[src/sv/spr_pkg.sv]
// Package for the swirl point remapper: widths, pipeline structs and constant tables.
// Used by every cell module and by the top level; depends on nothing.
package spr_pkg;

  localparam int COORD_BITS  = 12;
  localparam int FRAC_BITS   = 4;
  localparam int TRIG_STAGES = 16;

  localparam int PIX_W      = 12;
  localparam int MAP_BITS   = 19;
  localparam int DW         = COORD_BITS + 1;   // centre-relative offset
  localparam int RB         = COORD_BITS + 1;   // integer distance
  localparam int RW         = 2 * RB + 1;       // square-root remainder
  localparam int SQ_IDX_W   = $clog2(RB);
  localparam int TAYLOR_N   = 12;
  localparam int CW         = 34;               // CORDIC magnitude
  localparam int ZW         = 33;               // CORDIC angle
  localparam int CORDIC_IDX_W = 5;

  localparam int LATENCY = 2 + RB + 4 + 3 * TAYLOR_N + 4 + TRIG_STAGES + 3;

  localparam logic [2:0] REG_CENTER_X = 3'd0;
  localparam logic [2:0] REG_CENTER_Y = 3'd1;
  localparam logic [2:0] REG_RADIUS   = 3'd2;
  localparam logic [2:0] REG_GAIN     = 3'd3;
  localparam logic [2:0] REG_DECAY    = 3'd4;

  // Per-pixel data that travels the whole chain
  typedef struct packed {
    logic                   vld;
    logic                   in_rad;
    logic [COORD_BITS-1:0]  px;
    logic [COORD_BITS-1:0]  py;
    logic signed [DW-1:0]   dx;
    logic signed [DW-1:0]   dy;
  } spr_carry_t;

  typedef struct packed {
    spr_carry_t    c;
    logic [RW-1:0] rem;
    logic [RB-1:0] root;
  } spr_sqrt_t;

  typedef struct packed {
    spr_carry_t         c;
    logic [29:0]        t;
    logic signed [5:0]  ip;
    logic [30:0]        term;
    logic [31:0]        sum;
  } spr_exp_t;

  typedef struct packed {
    spr_carry_t           c;
    logic [1:0]           quad;
    logic signed [CW-1:0] x;
    logic signed [CW-1:0] y;
    logic signed [ZW-1:0] z;
  } spr_cordic_t;

  // floor((2^32 - 1) / n): quotient estimate is exact or one short
  function automatic logic [31:0] recip_q32(input logic [3:0] n);
    logic [31:0] r;
    unique case (n)
      4'd1:    r = 32'd4294967295;
      4'd2:    r = 32'd2147483647;
      4'd3:    r = 32'd1431655765;
      4'd4:    r = 32'd1073741823;
      4'd5:    r = 32'd858993459;
      4'd6:    r = 32'd715827882;
      4'd7:    r = 32'd613566756;
      4'd8:    r = 32'd536870911;
      4'd9:    r = 32'd477218588;
      4'd10:   r = 32'd429496729;
      4'd11:   r = 32'd390451572;
      4'd12:   r = 32'd357913941;
      default: r = 32'd0;
    endcase
    return r;
  endfunction

  // atan(2^-i) as a fraction of a turn, 2^32 per turn
  function automatic logic [29:0] atan_turn(input logic [4:0] i);
    logic [29:0] a;
    unique case (i)
      5'd0:    a = 30'h20000000;
      5'd1:    a = 30'h12E4051E;
      5'd2:    a = 30'h09FB385B;
      5'd3:    a = 30'h051111D4;
      5'd4:    a = 30'h028B0D43;
      5'd5:    a = 30'h0145D7E1;
      5'd6:    a = 30'h00A2F61E;
      5'd7:    a = 30'h00517C55;
      5'd8:    a = 30'h0028BE53;
      5'd9:    a = 30'h00145F2F;
      5'd10:   a = 30'h000A2F98;
      5'd11:   a = 30'h000517CC;
      5'd12:   a = 30'h00028BE6;
      5'd13:   a = 30'h000145F3;
      5'd14:   a = 30'h0000A2FA;
      5'd15:   a = 30'h0000517D;
      5'd16:   a = 30'h000028BE;
      5'd17:   a = 30'h0000145F;
      5'd18:   a = 30'h00000A30;
      5'd19:   a = 30'h00000518;
      5'd20:   a = 30'h0000028C;
      5'd21:   a = 30'h00000146;
      5'd22:   a = 30'h000000A3;
      5'd23:   a = 30'h00000051;
      default: a = 30'h0;
    endcase
    return a;
  endfunction

endpackage

[src/sv/spr_sqrt_cell.sv]
// One bit of the pipelined integer square root (restoring, one result bit per cell).
// Depends on spr_pkg.
module spr_sqrt_cell (
  input  logic                          clk,
  input  logic                          rst,
  input  logic [spr_pkg::SQ_IDX_W-1:0]  bit_idx,
  input  spr_pkg::spr_sqrt_t            din,
  output spr_pkg::spr_sqrt_t            dout
);

  logic [spr_pkg::RW-1:0] trial;
  spr_pkg::spr_sqrt_t     nxt;

  // Try setting this root bit against the remainder
  always_comb begin
    trial = (spr_pkg::RW'(din.root) << ({1'b0, bit_idx} + 1'b1))
          + (spr_pkg::RW'(1) << {bit_idx, 1'b0});
    nxt = din;
    if (din.rem >= trial) begin
      nxt.rem  = din.rem - trial;
      nxt.root = din.root | (spr_pkg::RB'(1) << bit_idx);
    end
  end

  // Advance to the next cell
  always_ff @(posedge clk) begin
    if (rst) begin
      dout.c.vld <= 1'b0;
    end else begin
      dout <= nxt;
    end
  end

endmodule

[config.mk]
export PLATFORM = sky130hd
export DESIGN_NAME = spr_sqrt_cell
export DESIGN_NICKNAME = d
export VERILOG_FILES = /design/src/sv/spr_pkg.sv /design/src/sv/spr_sqrt_cell.sv
export SDC_FILE = /design/constraint.sdc
export NUM_CORES = 1
export LEC_CHECK = 0
export BUFFER_PORTS_ARGS = -buffer_cell sky130_fd_sc_hd__buf_2
export CORE_MARGIN = 10
export CORE_UTILIZATION = 51
export DETAILED_ROUTE_END_ITERATION = 8
export PLACE_DENSITY_LB_ADDON = 0.1
export SLEW_MARGIN = 20
export SYNTH_ARGS = -nofsm -noshare
export SYNTH_HDL_FRONTEND = slang
export SYNTH_SLANG_ARGS = --single-unit
export TNS_END_PERCENT = 30
[constraint.sdc]
create_clock -name clk -period 17.9 [get_ports clk]
set_input_delay 0.895 -clock clk [delete_from_list [all_inputs] [get_ports clk]]
set_output_delay 0.895 -clock clk [all_outputs]
set_load 0.01 [all_outputs]
==> run_results.csv <==
group,metric,value,unit
timing,tightestPinTransition,0.862,ns
timing,setup_viol,0,
clock_network,cts_buffer_depth,2,
placement,post-place-ws,9.52,ns
placement,numPortBuffers,189,
floorplan,dieArea,18300,µm²
outcome,status,"finished clean",
detailed_routing,routed-via-count,5817,
setup_path,setup.worst_path.start,"bit_idx[0]",
min_path,hold_path_end,"dout[57]",
detailed_routing,vias_per_cell,5.92,
clock_network,cts_resized,0,
timing,fin_crit,8.01,ns
setup_path,cp.arrival,8.11,ns
synth,synthFlopType,"edfxtp_1",
power_and_ir_drop,ir_drop,0.0000471,V
min_path,worstHoldPathType,"input pin to flop",
synth,synth-seq-cells,92,
cells_and_area,layout_commonest_cell,"buf_2",
global_route,grt_pass1_vias,5820,
synth,ys_async_sr_fraction,0,
synth,yosysWarnings,0,
cells_and_area,layout_common_cells,"buf_2, edfxtp_1, ha_1, mux2_2, a21oi_1",
setup_path,path_max_fanout,37,
detailed_routing,ant_nets,0,
global_route,antenna_found_initial,0,
cells_and_area,areaGrowthSynthToFinish,20.5,%
setup_path,cp-start-kind,"input pin",
clock_network,cts_setup_buffers,0,
floorplan,design.core.area,13100,µm²
global_route,grt-ovfl-total,0,
global_route,grt.busiest_layer,"met2",
clock_network,h-tree-depth,3,
floorplan,fp.dieW,135,µm
cells_and_area,instances_no_fill,983,
timing,grt_setup_unrepaired,"false",
clock_network,cts_buffers,9,
synth,synth_top_area_cell,"edfxtp_1",
power_and_ir_drop,p_sw_frac,0.328,
setup_path,crit_required,18.00,ns
synth,syn_avg_cell_area,10.9,µm²
cells_and_area,fin_nets,949,
floorplan,dieHeight,135,µm
power_and_ir_drop,combPwrFrac,0.373,
synth,syn_area,6760,µm²
clock_network,cts.sink_count,92,
timing,fin_crit_sh,0.448,
detailed_routing,drt_wl_total,20.0,mm
placement,dp.cells,968,
power_and_ir_drop,p_seq_frac,0.372,
synth,postSynthCellCount,622,
floorplan,ios,190,
synth,yosysUniqueCellTypes,86,
synth,synth_edf_count,91,
timing,maxSlewHeadroom,0.424,
floorplan,placementRows,42,
timing,slew_viol_final,0,
global_route,grt_pass1_wl,31.4,mm
power_and_ir_drop,p_sw,0.000245,W
cells_and_area,largest_register_ffs,92,
synth,synth_area_leaders,"edfxtp_1, ha_1, mux2_2, xnor2_1, a21oi_1",
cells_and_area,reg_top3,"dout (92)",
detailed_routing,drt-initial-drc-count,509,
clock_network,cts.hold.buffers_added,0,
placement,hpwl,15.8,mm
cells_and_area,fin_util,0.620,
detailed_routing,route.detailed.drc,0,
setup_path,critical_path_class,"input pin to flop",
global_route,use_met3,0.0686,
synth,synth_top_area_share,0.404,
synth,yosysSeqAreaShare,0.407,
detailed_routing,dr.pass1.iters,5,
cells_and_area,top_register,"dout",
min_path,worstHoldStart,"din[57]",
timing,final_hold_viol_count,0,
timing,fin_ws,9.89,ns
global_route,globalRouteMet2Util,0.346,
placement,place.gp.congestion,0.937,
job,cap_violations,0,
setup_path,crit_path_end_kind,"flop",
global_route,grt_use_met1,0.266,
synth,syn-num-nets,768,
timing,clock.fmax,0.125,GHz
cells_and_area,layout-drive-gt1-share,0.352,
clock_network,cts_root_buffer,"clkbuf_16",
clock_network,clk_pin_slew,0.07,ns
power_and_ir_drop,cellLeakagePower,3.44,nW
min_path,hold_path_depth,1,
timing,tns,0,ns
global_route,grt_use_total,0.215,
power_and_ir_drop,power.internal,0.000502,W
floorplan,initial_core_util,0.515,
detailed_routing,wire_per_inst,20.4,µm
power_and_ir_drop,clkPwrFrac,0.254,
cells_and_area,insertedDiodeCount,0,
global_route,grt_max_degree,92,
clock_network,cts_tree,"built",
power_and_ir_drop,power.density,91.7,nW/µm²
[worst max-delay path: stages]
cell and delay (ns):
buf_2 0.40, inv_1 0.34, ha_1 0.92, mux2_2 0.45, o21ai_0 0.36, nor2_1 0.07, nor2_1 0.21, o22ai_1 0.13
ha_1 0.41, nor4b_2 0.32, a31oi_1 0.14, or3_1 0.38, o21ai_1 0.25, nor2b_1 0.19, xnor2_1 0.14, ha_1 0.33
o21a_1 0.15, or2_2 0.27, o31a_1 0.12, a21o_1 0.19, o21ai_1 0.23, a21bo_2 0.21, nand2_2 0.49, mux2_2 0.49
[per-layer routing]
layer  vias to the layer above  wire, µm
li1                       2763         -
met1                      2725      8110
met2                       281      9320
met3                        48      2040
met4                         0       548
met5                         -         0
[cell usage after synthesis, drive strengths merged (11+ instances only)]
cell type,instances
nand3,15
xor2,17
mux2,40
nor2,34
mux2i,12
ha,47
a21oi,36
nand2,29
and2,17
nor2b,11
edfxtp,91
xnor2,28
o21ai,23
a31o,11
a21o,17
inv,19
buf,13
nor3,15
[power groups by stage]
stage | registers, W | clock network, W | logic, W
3_5_place_dp | 0.000283 | 0 | 0.000276
2_1_floorplan | 0.000299 | 0 | 0.000176
5_1_grt | 0.000281 | 0.000203 | 0.000305
6_report | 0.000278 | 0.000190 | 0.000279
4_1_cts | 0.000279 | 0.000195 | 0.000278
3_3_place_gp | 0.000282 | 0 | 0.000274
[metrics by stage]
| step | total power, W | hold WS (ns) | instance area (µm²) |
|---|---|---|---|
| floorplan | 0.000476 | 0.967 | 6760 |
| global route | 0.000789 | 0.708 | 8150 |
| finish | 0.000747 | 0.719 | 8150 |
| detailed placement | 0.000559 | 1.07 | 7840 |
| global placement | 0.000556 | 1.07 | 7840 |
| CTS | 0.000752 | 0.709 | 8140 |
[how the worst max path moves through the flow]
stage          endpoint  cells past startpoint
2_1_floorplan  dout[21]                     25
3_3_place_gp   dout[18]                     24
3_5_place_dp   dout[17]                     24
4_1_cts        dout[35]                     24
5_1_grt        dout[30]                     24
6_report       dout[32]                     24
[cells by family after synthesis]
family                     count (synthesis)  synth area share
and+or+nand+nor                          168             0.137
DFF                                       92             0.407
adders and majority gates                 48            0.0899
buffers and inverters                     42            0.0272
muxes                                     55            0.0949
AOI/OAI and AO/OA                        172             0.184
xor gates and xnor gates                  45            0.0594
[final cells by class]
class                      instances  area, µm²
clock inverter                     6       71.3
tap                              176        220
fill                            1160       4990
clock buffer                       9        225
inverter                          20       76.3
timing repair buffer             192        972
sequential                        92       2750
multi-input combinational        488       3830
No activity file was read; power rests on OpenSTA's default activity.
