### src/sv/spr_pkg.sv
// Package for the swirl point remapper: widths, pipeline structs and constant tables.
// Used by every cell module and by the top level; depends on nothing.
package spr_pkg;

  localparam int COORD_BITS  = 12;
  localparam int FRAC_BITS   = 4;
  localparam int TRIG_STAGES = 16;

  localparam int PIX_W      = 12;
  localparam int MAP_BITS   = 19;
  localparam int DW         = COORD_BITS + 1;   // centre-relative offset
  localparam int RB         = COORD_BITS + 1;   // integer distance
  localparam int RW         = 2 * RB + 1;       // square-root remainder
  localparam int SQ_IDX_W   = $clog2(RB);
  localparam int TAYLOR_N   = 12;
  localparam int CW         = 34;               // CORDIC magnitude
  localparam int ZW         = 33;               // CORDIC angle
  localparam int CORDIC_IDX_W = 5;

  localparam int LATENCY = 2 + RB + 4 + 3 * TAYLOR_N + 4 + TRIG_STAGES + 3;

  localparam logic [2:0] REG_CENTER_X = 3'd0;
  localparam logic [2:0] REG_CENTER_Y = 3'd1;
  localparam logic [2:0] REG_RADIUS   = 3'd2;
  localparam logic [2:0] REG_GAIN     = 3'd3;
  localparam logic [2:0] REG_DECAY    = 3'd4;

  // Per-pixel data that travels the whole chain
  typedef struct packed {
    logic                   vld;
    logic                   in_rad;
    logic [COORD_BITS-1:0]  px;
    logic [COORD_BITS-1:0]  py;
    logic signed [DW-1:0]   dx;
    logic signed [DW-1:0]   dy;
  } spr_carry_t;

  typedef struct packed {
    spr_carry_t    c;
    logic [RW-1:0] rem;
    logic [RB-1:0] root;
  } spr_sqrt_t;

  typedef struct packed {
    spr_carry_t         c;
    logic [29:0]        t;
    logic signed [5:0]  ip;
    logic [30:0]        term;
    logic [31:0]        sum;
  } spr_exp_t;

  typedef struct packed {
    spr_carry_t           c;
    logic [1:0]           quad;
    logic signed [CW-1:0] x;
    logic signed [CW-1:0] y;
    logic signed [ZW-1:0] z;
  } spr_cordic_t;

  // floor((2^32 - 1) / n): quotient estimate is exact or one short
  function automatic logic [31:0] recip_q32(input logic [3:0] n);
    logic [31:0] r;
    unique case (n)
      4'd1:    r = 32'd4294967295;
      4'd2:    r = 32'd2147483647;
      4'd3:    r = 32'd1431655765;
      4'd4:    r = 32'd1073741823;
      4'd5:    r = 32'd858993459;
      4'd6:    r = 32'd715827882;
      4'd7:    r = 32'd613566756;
      4'd8:    r = 32'd536870911;
      4'd9:    r = 32'd477218588;
      4'd10:   r = 32'd429496729;
      4'd11:   r = 32'd390451572;
      4'd12:   r = 32'd357913941;
      default: r = 32'd0;
    endcase
    return r;
  endfunction

  // atan(2^-i) as a fraction of a turn, 2^32 per turn
  function automatic logic [29:0] atan_turn(input logic [4:0] i);
    logic [29:0] a;
    unique case (i)
      5'd0:    a = 30'h20000000;
      5'd1:    a = 30'h12E4051E;
      5'd2:    a = 30'h09FB385B;
      5'd3:    a = 30'h051111D4;
      5'd4:    a = 30'h028B0D43;
      5'd5:    a = 30'h0145D7E1;
      5'd6:    a = 30'h00A2F61E;
      5'd7:    a = 30'h00517C55;
      5'd8:    a = 30'h0028BE53;
      5'd9:    a = 30'h00145F2F;
      5'd10:   a = 30'h000A2F98;
      5'd11:   a = 30'h000517CC;
      5'd12:   a = 30'h00028BE6;
      5'd13:   a = 30'h000145F3;
      5'd14:   a = 30'h0000A2FA;
      5'd15:   a = 30'h0000517D;
      5'd16:   a = 30'h000028BE;
      5'd17:   a = 30'h0000145F;
      5'd18:   a = 30'h00000A30;
      5'd19:   a = 30'h00000518;
      5'd20:   a = 30'h0000028C;
      5'd21:   a = 30'h00000146;
      5'd22:   a = 30'h000000A3;
      5'd23:   a = 30'h00000051;
      default: a = 30'h0;
    endcase
    return a;
  endfunction

endpackage

### src/sv/spr_cordic_cell.sv
// One rotation step of the CORDIC sine/cosine chain on a 32-bit turn angle.
// Depends on spr_pkg for the arctangent table and the struct.
module spr_cordic_cell (
  input  logic                              clk,
  input  logic                              rst,
  input  logic [spr_pkg::CORDIC_IDX_W-1:0]  idx,
  input  spr_pkg::spr_cordic_t              din,
  output spr_pkg::spr_cordic_t              dout
);

  logic signed [spr_pkg::CW-1:0] sx, sy;
  logic signed [spr_pkg::ZW-1:0] at;
  spr_pkg::spr_cordic_t          nxt;

  // Rotate towards zero residual angle
  always_comb begin
    sx  = din.x >>> idx;
    sy  = din.y >>> idx;
    at  = $signed(spr_pkg::ZW'(spr_pkg::atan_turn(idx)));
    nxt = din;
    if (!din.z[spr_pkg::ZW-1]) begin
      nxt.x = din.x - sy;
      nxt.y = din.y + sx;
      nxt.z = din.z - at;
    end else begin
      nxt.x = din.x + sy;
      nxt.y = din.y - sx;
      nxt.z = din.z + at;
    end
  end

  always_ff @(posedge clk) begin
    if (rst) begin
      dout.c.vld <= 1'b0;
    end else begin
      dout <= nxt;
    end
  end

endmodule

### config.mk
export PLATFORM = sky130hd
export DESIGN_NAME = spr_cordic_cell
export DESIGN_NICKNAME = d
export VERILOG_FILES = /design/src/sv/spr_pkg.sv /design/src/sv/spr_cordic_cell.sv
export SDC_FILE = /design/constraint.sdc
export NUM_CORES = 1
export LEC_CHECK = 0
export ABC_AREA = 1
export BUFFER_PORTS_ARGS = -buffer_cell sky130_fd_sc_hd__buf_2
export CAP_MARGIN = 30
export CORE_MARGIN = 5
export CORE_UTILIZATION = 40
export DETAILED_ROUTE_END_ITERATION = 6
export GPL_TIMING_DRIVEN = 0
export PLACE_DENSITY = 0.71
export SYNTH_ARGS = -nofsm -noshare
export SYNTH_HDL_FRONTEND = slang
export SYNTH_SLANG_ARGS = --single-unit
### constraint.sdc
create_clock -name clk -period 5.65 [get_ports clk]
set_input_delay 0.2825 -clock clk [delete_from_list [all_inputs] [get_ports clk]]
set_output_delay 0.2825 -clock clk [all_outputs]
set_load 0.02 [all_outputs]
==> results by group, run 1 <==
Run status
  – Status: finished, final reports clean

Logic synthesis
  – Synthesis Warnings: 0
  – Async SR Flop Fraction: 0%
  – Distinct cell type count after synthesis: 52
  – Register area share after synthesis: 27.1%
  – Synthesized area: 0.0172 sq mm
  – Synthesized instance count: 2595
  – Synth Net Count: 2868
  – Syn_area_per_cell: 6.62 sq um
  – Dominant synthesized flop cell: edfxtp_1
  – Number of enable flip-flop cells after synthesis: 154
  – Synth Register Bits: between 150 and 200

Hold path
  – Worst hold path class: primary input to register
  – Hold depth: 2
  – Hold Crit Endpoint: dout[154]
  – Hold wc startpoint: rst

GRT
  – Vias in the first global route: 18500
  – GRT overflow: 0
  – Largest net degree at the start of global routing: 92
  – Initial antenna violation count: 1
  – First-pass GRT wire length: 105000 um
  – GRT Util Overall: 29.1%

Floorplanning
  – Initial core utilization: 40.1%
  – IO Pins: 317
  – Die Ht: 217 um
  – Die area: 0.0472 sq mm
  – Standard-cell rows: 76
  – Core footprint: between 0.04 and 0.05 sq mm
  – Die width: 217 um

Layout
  – Top Registers: dout x155
  – Fill cell count: 4505
  – Most flop-heavy register: dout
  – Antenna cells: 0
  – Largest register FFs: 155
  – Total Nets Final: 3256
  – P&R area growth vs syn: 19.9%
  – Layout cells sized above 1: between 10 and 15%

Timing
  – Final hold violation count: 0
  – Worst slew pin tran: 0.938 ns
  – Period utilization: 93.4%
  – Max_slew headroom: between 30% and 40%
  – Max Clk Rate: 0.189 GHz
  – Final setup vio count: 0
  – Final worst setup slack: 0.371 ns
  – Fin. max-slew vios: 0
  – RSZ-0062 raised after global routing: false
  – Setup TNS: 0 ns
  – Min cycle time layout: between 5 and 6 ns

Critical path
  – Crit Path Max Fanout: 13
  – Crit-path most repeated cell: nand2_1
  – Arr. time, crit path: 5.49 ns
  – WP buf/inv: 7
  – CP max-delay cell: a21boi_0
  – Worst Setup Start Kind: primary input
  – Slowest stage delay, CP: 0.70 ns
  – Family with the most delay on the worst path: compound AO/OA/AOI/OAI gates
  – Critical Path RT: slightly below 6 ns
  – CP endpoint kind: register
  – Worst Path Class, Setup: primary input to register

Run
  – Max Cap Viol: 0

Detailed routing
  – Antenna viol nets, final: 0
  – Vias/cell: 5.48
  – Drt drc: 0
  – 1st-iter DRT viols: 2225
  – DR vias: 19400
  – Wirelength per Cell: 20.3 um
  – 1st-pass router iterations: 6
  – WL final: 71700 um

Pwr
  – Max rail drop VDD: ~0.00017 V
  – P_leak: 0.0102 uW
  – Pwr Density: about 270 mW/mm^2

Clock tree
  – Clk buf depth: 2
  – CTS tree: yes
  – Number of CTS-inserted buffers: 17
  – CTS resizes: 0
  – Clock Sink Count: 155
  – Root Driver: clkbuf_16
  – H-Tree Depth: 4
  – CTS clock-pin slew for the worst setup and hold paths: 0.07 ns

Placement
  – Number of port buffers: 312
  – DP Worst Slack: 0.00128 ns
  – DP HPWL: 57700 um
  – GP Congestion: 1.06
repair_timing:
item	in CTS	in global routing
endpoints found under the hold margin	54	0
setup buffers	0	0
setup endpoints to repair	0	0
hold buffers	54	0
power breakdown:
group	switching (uW)	internal, uW	total, uW
clock	530	596	1130
combinational	1830	908	2740
sequential	51.5	1600	1650
layout make-up:
| class | instances | area [sq um] | share of cell area [%] |
|---|---|---|---|
| multi-input cells | 2100 | 11000 | 53.7 |
| repair buffers | 369 | 2160 | 10.5 |
| inverters | 256 | 971 | 4.72 |
| plain buffers | 84 | 513 | 2.49 |
| clock inverters | 12 | 105 | 0.511 |
| clock buffers | 20 | 457 | 2.22 |
| well taps | 546 | 683 | 3.32 |
| flip-flops and latches | 155 | 4640 | 22.6 |
layer usage:
metal,GRT usage (%),share of wire (%),up-vias
met3,6.59,10,195
met2,47.4,45,1029
met5,0,0.028,-
met1,37.1,41,8753
li1,-,-,9448
met4,13.0,4.6,2
cells in the mapped netlist, types with 16 or more instances:
library cell,n,area [sq um]
buf_6,16,180
ha_1,108,1350
clkbuf_1,17,63.8
buf_2,23,115
a31oi_1,27,169
buf_1,17,63.8
edfxtp_1,154,4620
a21oi_1,128,641
nor3_1,19,95.1
xnor2_1,45,394
nand4_1,20,125
xor2_1,118,1030
nand3_1,403,2020
inv_1,244,916
nor2_1,201,754
nand2_1,850,3190
o21ai_0,73,365
kinds of logic (layout without fill, tap and decap cells):
| group | count (synthesis) | count (layout) | share of synthesized area, % |
|---|---|---|---|
| simple gates | 1528 | 1528 | 37.6 |
| compound gates | 298 | 298 | 10.2 |
| fa+ha+maj | 111 | 111 | 8.22 |
| buf+inv | 340 | 741 | 8.61 |
| xor+xnor | 163 | 163 | 8.32 |
| flops | 155 | 155 | 27.1 |
through the flow:
step	power, uW	utilization (%)	std cells	cell area, sq um	hold slack, ns
floorplan	3530	-	2595	17200	0.354
global placement	4330	45.4	3453	19400	0.456
detailed placement	4320	45.4	3454	19400	0.461
CTS	5510	48.0	3540	20500	0.00756
global route	5870	48.1	3542	20600	0.0122
finish	5510	48.1	3542	20600	0.0300
worst max-delay path by stage:
stage / start / endpoint / cells after the start
4_1_cts: din[32] / dout[23] / 18
6_report: idx[1] / dout[23] / 27
3_3_place_gp: din[32] / dout[23] / 18
2_1_floorplan: idx[1] / dout[23] / 26
5_1_grt: idx[1] / dout[23] / 27
3_5_place_dp: din[32] / dout[23] / 18
layout by cell type (no fill, tap or decap), types with 18 or more instances in the layout:
master / n
nand2_1: 850
nand3_1: 403
buf_2: 335
inv_1: 243
nor2_1: 201
edfxtp_1: 154
a21oi_1: 128
xor2_1: 118
ha_1: 108
o21ai_0: 73
dlygate4sd3_1: 54
xnor2_1: 45
a31oi_1: 27
nand4_1: 20
nor3_1: 19
clkbuf_1: 18
No activity file was read; power rests on OpenSTA's default activity.
==> run 2: changes to the inputs <==
CORE_ASPECT_RATIO = 1.1   (was unset)
==> run 2 against run 1 <==
Compared with the run above:
- wire length increased by 0.90%
- first-iteration DRC count is 8.3% lower
- critical path depth is 9 lower
- largest cell class unchanged
- hold slack better by 0.00053 ns
- sequential share of layout area fell by 0.064 points
- sequential cell count unchanged
- total power increased by 1.3%
- critical endpoint unchanged
- setup slack improved by 0.22 ns
- count of clock-buffer cells in the layout down 3
- non-clock buffer count down 2
==> results by group, run 2 (same netlist as run 1, synthesis figures left out) <==
Timing
  – Period utilization: 89.5%
  – Max Clk Rate: 0.198 GHz
  – Worst slew pin tran: 1.10 ns
  – Min Hold Slack: 0.0305 ns
  – Min cycle time layout: 5.06 ns
  – Fin. max-slew vios: 0
  – Final worst setup slack: 0.592 ns
  – Max_slew headroom: 26.6%
  – Final setup vio count: 0
  – Setup TNS: 0 ns
  – Final hold violation count: 0
  – RSZ-0062 raised after global routing: false

Placement
  – Placed cell count: 3475
  – DP HPWL: 58300 um
  – DP Worst Slack: around 0.26 ns
  – GP Congestion: 1.06
  – Number of port buffers: about 310

Floorplanning
  – IO Pins: 317
  – Core footprint: 0.0424 sq mm
  – Standard-cell rows: slightly below 80
  – Initial core utilization: 40.5%
  – Die area: roughly 0.047 sq mm
  – Die Ht: roughly 230 um
  – Die width: a little over 200 um

Clock tree
  – CTS clock-pin slew for the worst setup and hold paths: 0.07 ns
  – CTS tree: yes
  – Clock Sink Count: 155
  – Number of CTS-inserted buffers: 17
  – H-Tree Depth: 4
  – Root Driver: clkbuf_16
  – Clk buf depth: 2

Layout
  – Largest register FFs: around 160
  – Fill cell count: 4402
  – Most common cell after layout, fill and taps aside: nand2_1
  – P&R area growth vs syn: 20.2%
  – Most frequent cells in the layout: nand2_1, nand3_1, buf_2
  – Total Nets Final: roughly 3300
  – Fin cells: between 3000 and 4000
  – Most flop-heavy register: dout
  – Top Registers: dout x155
  – Layout cells sized above 1: 14.8%

Detailed routing
  – WL final: 72400 um
  – Drt drc: 0
  – Wirelength per Cell: 20.3 um
  – 1st-iter DRT viols: 2041
  – 1st-pass router iterations: 6
  – Antenna viol nets, final: 0
  – DR vias: about 20000
  – Vias/cell: roughly 5.5

Hold path
  – Worst hold path class: primary input to register
  – Hold Crit Endpoint: dout[122]
  – Hold depth: 1
  – Hold wc startpoint: din[122]

Critical path
  – Worst Path Class, Setup: primary input to register
  – CP endpoint kind: register
  – Arr. time, crit path: about 5.3 ns
  – Worst Setup Start Kind: primary input
  – Critical Path RT: 5.87 ns
  – Crit Path Max Fanout: 10

Pwr
  – Max rail drop VDD: between 0.0002 and 0.00025 V
  – Pwr Density: 271 mW/mm^2
  – P_leak: 0.0102 uW

Run
  – Max Cap Viol: 0

GRT
  – GRT overflow: 0
  – Largest net degree at the start of global routing: roughly 100
  – Vias in the first global route: 18600
  – Initial antenna violation count: 3
  – GRT Util Overall: 29.5%
  – First-pass GRT wire length: between 100000 and 150000 um

Run status
  – Status: finished, final reports clean
-- run 2: cell count changes in the layout (fill, tap and decap cells not counted), sizes merged --
cell | previous run | this run
diode | 0 | 2
clkinvlp | 6 | 0
buf | 382 | 380
clkinv | 2 | 9
inv | 260 | 262
clkbuf | 37 | 34
-- run 2: per-stage QoR --
stage,total power [uW],utilization (%),area [sq um]
6_report,5590,48.7,20600
5_1_grt,5950,48.7,20600
4_1_cts,5590,48.6,20600
3_5_place_dp,4340,45.9,19500
3_3_place_gp,4340,45.8,19400
2_1_floorplan,3530,-,17200
-- run 2: where the power goes --
part | leakage [uW] | switching (uW) | total (uW) | internal, uW
clock network | 0.000300 | 595 | 1200 | 606
registers | 0.00152 | 54.0 | 1650 | 1600
logic | 0.00843 | 1830 | 2740 | 906
total | 0.0102 | 2480 | 5590 | 3110
-- run 2: cell type report --
type	instances	area [sq um]	area share (%)
Multi-Input combinational cell	2100	11000	53.5
Sequential cell	155	4640	22.5
Timing Repair Buffer	367	2130	10.3
Inverter	256	971	4.70
Tap cell	567	709	3.44
Buffer	84	513	2.49
Clock buffer	17	425	2.06
Clock inverter	15	194	0.940
Antenna cell	2	5.00	0.0243
-- run 2: how the worst max path moves through the flow --
| stage | endpoint | slack [ns] | startpoint | cells past startpoint |
|---|---|---|---|---|
| global placement | dout[23] | 0.24 | din[32] | 18 |
| detailed placement | dout[23] | 0.26 | din[32] | 18 |
| floorplan | dout[23] | 1.50 | idx[1] | 26 |
| global route | dout[66] | 0.30 | idx[1] | 27 |
| finish | dout[23] | 0.59 | din[32] | 18 |
| CTS | dout[23] | 0.74 | din[32] | 18 |
-- run 2: critical path, cell delays in order --
cell and delay (ns):
clkbuf_1 0.38, inv_1 0.33, buf_1 0.85, clkbuf_1 0.76, nand2_1 0.09, o21ai_0 0.21
ha_1 0.31, nand3_1 0.08, nand2_1 0.09, a21oi_1 0.22, o21ai_0 0.20, a21boi_0 0.57
inv_1 0.09, nand2_1 0.07, nand2_1 0.07, a21boi_0 0.33, o21ai_0 0.16, xor2_1 0.15
-- run 2: repair_timing --
action | in CTS | in global routing
setup buffers | 0 | 0
hold buffers | 53 | 1
endpoints found under the hold margin | 52 | 1
resized for setup | 0 | 0
-- run 2: metal layers --
layer / part of all wire [%] / GRT usage, % / routed length, um
met2: 45 / 48.7 / 32900
met3: 9.4 / 6.63 / 6790
met4: 5.8 / 16.1 / 4200
met1: 39 / 36.1 / 28500
met5: 0 / 0 / 0
==> run 3: changes to the inputs <==
CTS_BUF_LIST = sky130_fd_sc_hd__clkbuf_8   (was unset)
==> run 3 against run 2 <==
Compared with the run above:
- wire length barely moved
- sequential power barely moved
- non-clock buffer count grew 3
- total power down 5.2%
- setup slack got worse by 0.015 ns
- via count is 0.23% lower
- critical path depth unchanged
- maximum frequency is 0.31% lower
- global-route usage barely moved
- die area did not move
- design area shrank 0.75%
- largest cell class unchanged
- highest routed layer unchanged
==> results by group, run 3 (same netlist as run 1, synthesis figures left out) <==
Layout
  – Most common cell after layout, fill and taps aside: nand2_1
  – Most flop-heavy register: dout
  – Fin cells: 3567
  – Final core occ: 48.3%
  – Most frequent cells in the layout: nand2_1, nand3_1, buf_2
  – Fill cell count: about 4400
  – Largest register FFs: approximately 160
  – Layout cells sized above 1: 14.8%
  – Total Nets Final: 3257
  – Flip-flop and latch area: 0.00464 sq mm
  – Multi-input logic area: 0.0110 sq mm
  – P&R area growth vs syn: 19.3%
  – Top Registers: dout x155

GRT
  – Largest net degree at the start of global routing: 104
  – GRT overflow: 0
  – First-pass GRT wire length: 107000 um
  – Vias in the first global route: 18600
  – Initial antenna violation count: 3
  – GRT Util Overall: around 29%

Placement
  – GP Congestion: 1.06
  – Placed cell count: about 3500
  – DP Worst Slack: roughly 0.26 ns
  – DP HPWL: 58300 um
  – Number of port buffers: 312

Pwr
  – Max rail drop VDD: 0.000168 V
  – P_leak: 0.0102 uW
  – Pwr Density: 258 mW/mm^2

Floorplanning
  – Core footprint: between 0.04 and 0.05 sq mm
  – Die Ht: 227 um
  – Die area: 0.0472 sq mm
  – Initial core utilization: between 40% and 50%
  – IO Pins: ~320
  – Die width: 208 um
  – Standard-cell rows: 79

Clock tree
  – Clk buf depth: 2
  – CTS tree: yes
  – Root Driver: clkbuf_8
  – Number of CTS-inserted buffers: 17
  – Hold_buf cts: 56
  – CTS clock-pin slew for the worst setup and hold paths: 0.10 ns
  – CTS resizes: 0
  – Post-CTS Setup Bufs: 0
  – H-Tree Depth: 4
  – Clock Sink Count: ~160

Timing
  – Final setup vio count: 0
  – Worst slew pin tran: 1.06 ns
  – Final worst setup slack: 0.576 ns
  – Final hold violation count: 0
  – Min cycle time layout: 5.07 ns
  – Period utilization: 89.8%
  – Fin. max-slew vios: 0
  – Max Clk Rate: 0.197 GHz
  – Setup TNS: 0 ns
  – RSZ-0062 raised after global routing: false
  – Max_slew headroom: 29.5%

Critical path
  – CP endpoint kind: register
  – Critical Path RT: between 5 and 6 ns
  – Worst Path Class, Setup: primary input to register
  – Crit Path Max Fanout: 10
  – Critical Path Start: din[32]
  – CP endpoint: dout[23]
  – Worst Setup Start Kind: primary input
  – Arr. time, crit path: 5.37 ns

Detailed routing
  – WL final: 72400 um
  – Wirelength per Cell: 20.3 um
  – 1st-iter DRT viols: 1910
  – 1st-pass router iterations: 6
  – Drt drc: 0
  – Antenna viol nets, final: 0
  – DR vias: 19500
  – Vias/cell: 5.48

Run status
  – Status: finished, final reports clean

Hold path
  – Worst hold path class: primary input to register
  – Hold depth: 2

Run
  – Max Cap Viol: 0
-- run 3: cell types whose count changed in the layout (fill, tap and decap cells not counted) --
cell / previous run / this run
buf_8: 1 / 2
clkbuf_8: 0 / 17
dlygate4sd3_1: 54 / 56
diode_2: 2 / 3
clkbuf_16: 17 / 0
-- run 3: worst min-delay path by stage --
stage,startpoint,to,slack (ns)
5_1_grt,din[67],dout[67],0.04
4_1_cts,din[67],dout[67],0.04
3_5_place_dp,din[131],dout[131],0.46
3_3_place_gp,rst,dout[154],0.46
6_report,din[67],dout[67],0.07
2_1_floorplan,rst,dout[154],0.35
-- run 3: cell type report --
type	count	share of cell area [%]
well taps	567	3.46
flip-flops and latches	155	22.7
diodes	3	0.0367
multi-input cells	2100	53.9
clock buffers	17	1.14
inverters	256	4.74
plain buffers	84	2.50
clock inverters	15	0.947
repair buffers	370	10.6
-- run 3: where the power goes --
part / switching, uW / total (uW) / internal (uW) / leakage (uW)
clock: 562 / 908 / 346 / 0.000213
sequential: 53.9 / 1650 / 1590 / 0.00152
combinational: 1830 / 2740 / 908 / 0.00845
-- run 3: stage by stage --
step	hold WS, ns	total power [uW]	area (sq um)
floorplan	0.354	3530	17200
global placement	0.455	4340	19400
detailed placement	0.461	4340	19500
CTS	0.0369	5300	20500
global route	0.0395	5650	20500
finish	0.0735	5290	20500
-- run 3: per-layer routing --
layer,wire length [um],global-route usage [%]
met4,4060,15.3
met1,28300,35.9
met3,7120,7.11
met5,0,0
met2,32900,48.7
-- run 3: critical path, cell delays in order --
cell and delay, ns:
clkbuf_1 0.39, inv_1 0.33, buf_1 0.82, clkbuf_1 0.80, nand2_1 0.15, xor2_1 0.16
inv_1 0.06, ha_1 0.32, a21o_1 0.17, a21oi_1 0.20, o21ai_0 0.19, a21boi_0 0.55
inv_1 0.09, nand2_1 0.07, nand2_1 0.08, a21boi_0 0.36, o21ai_0 0.17, xor2_1 0.16
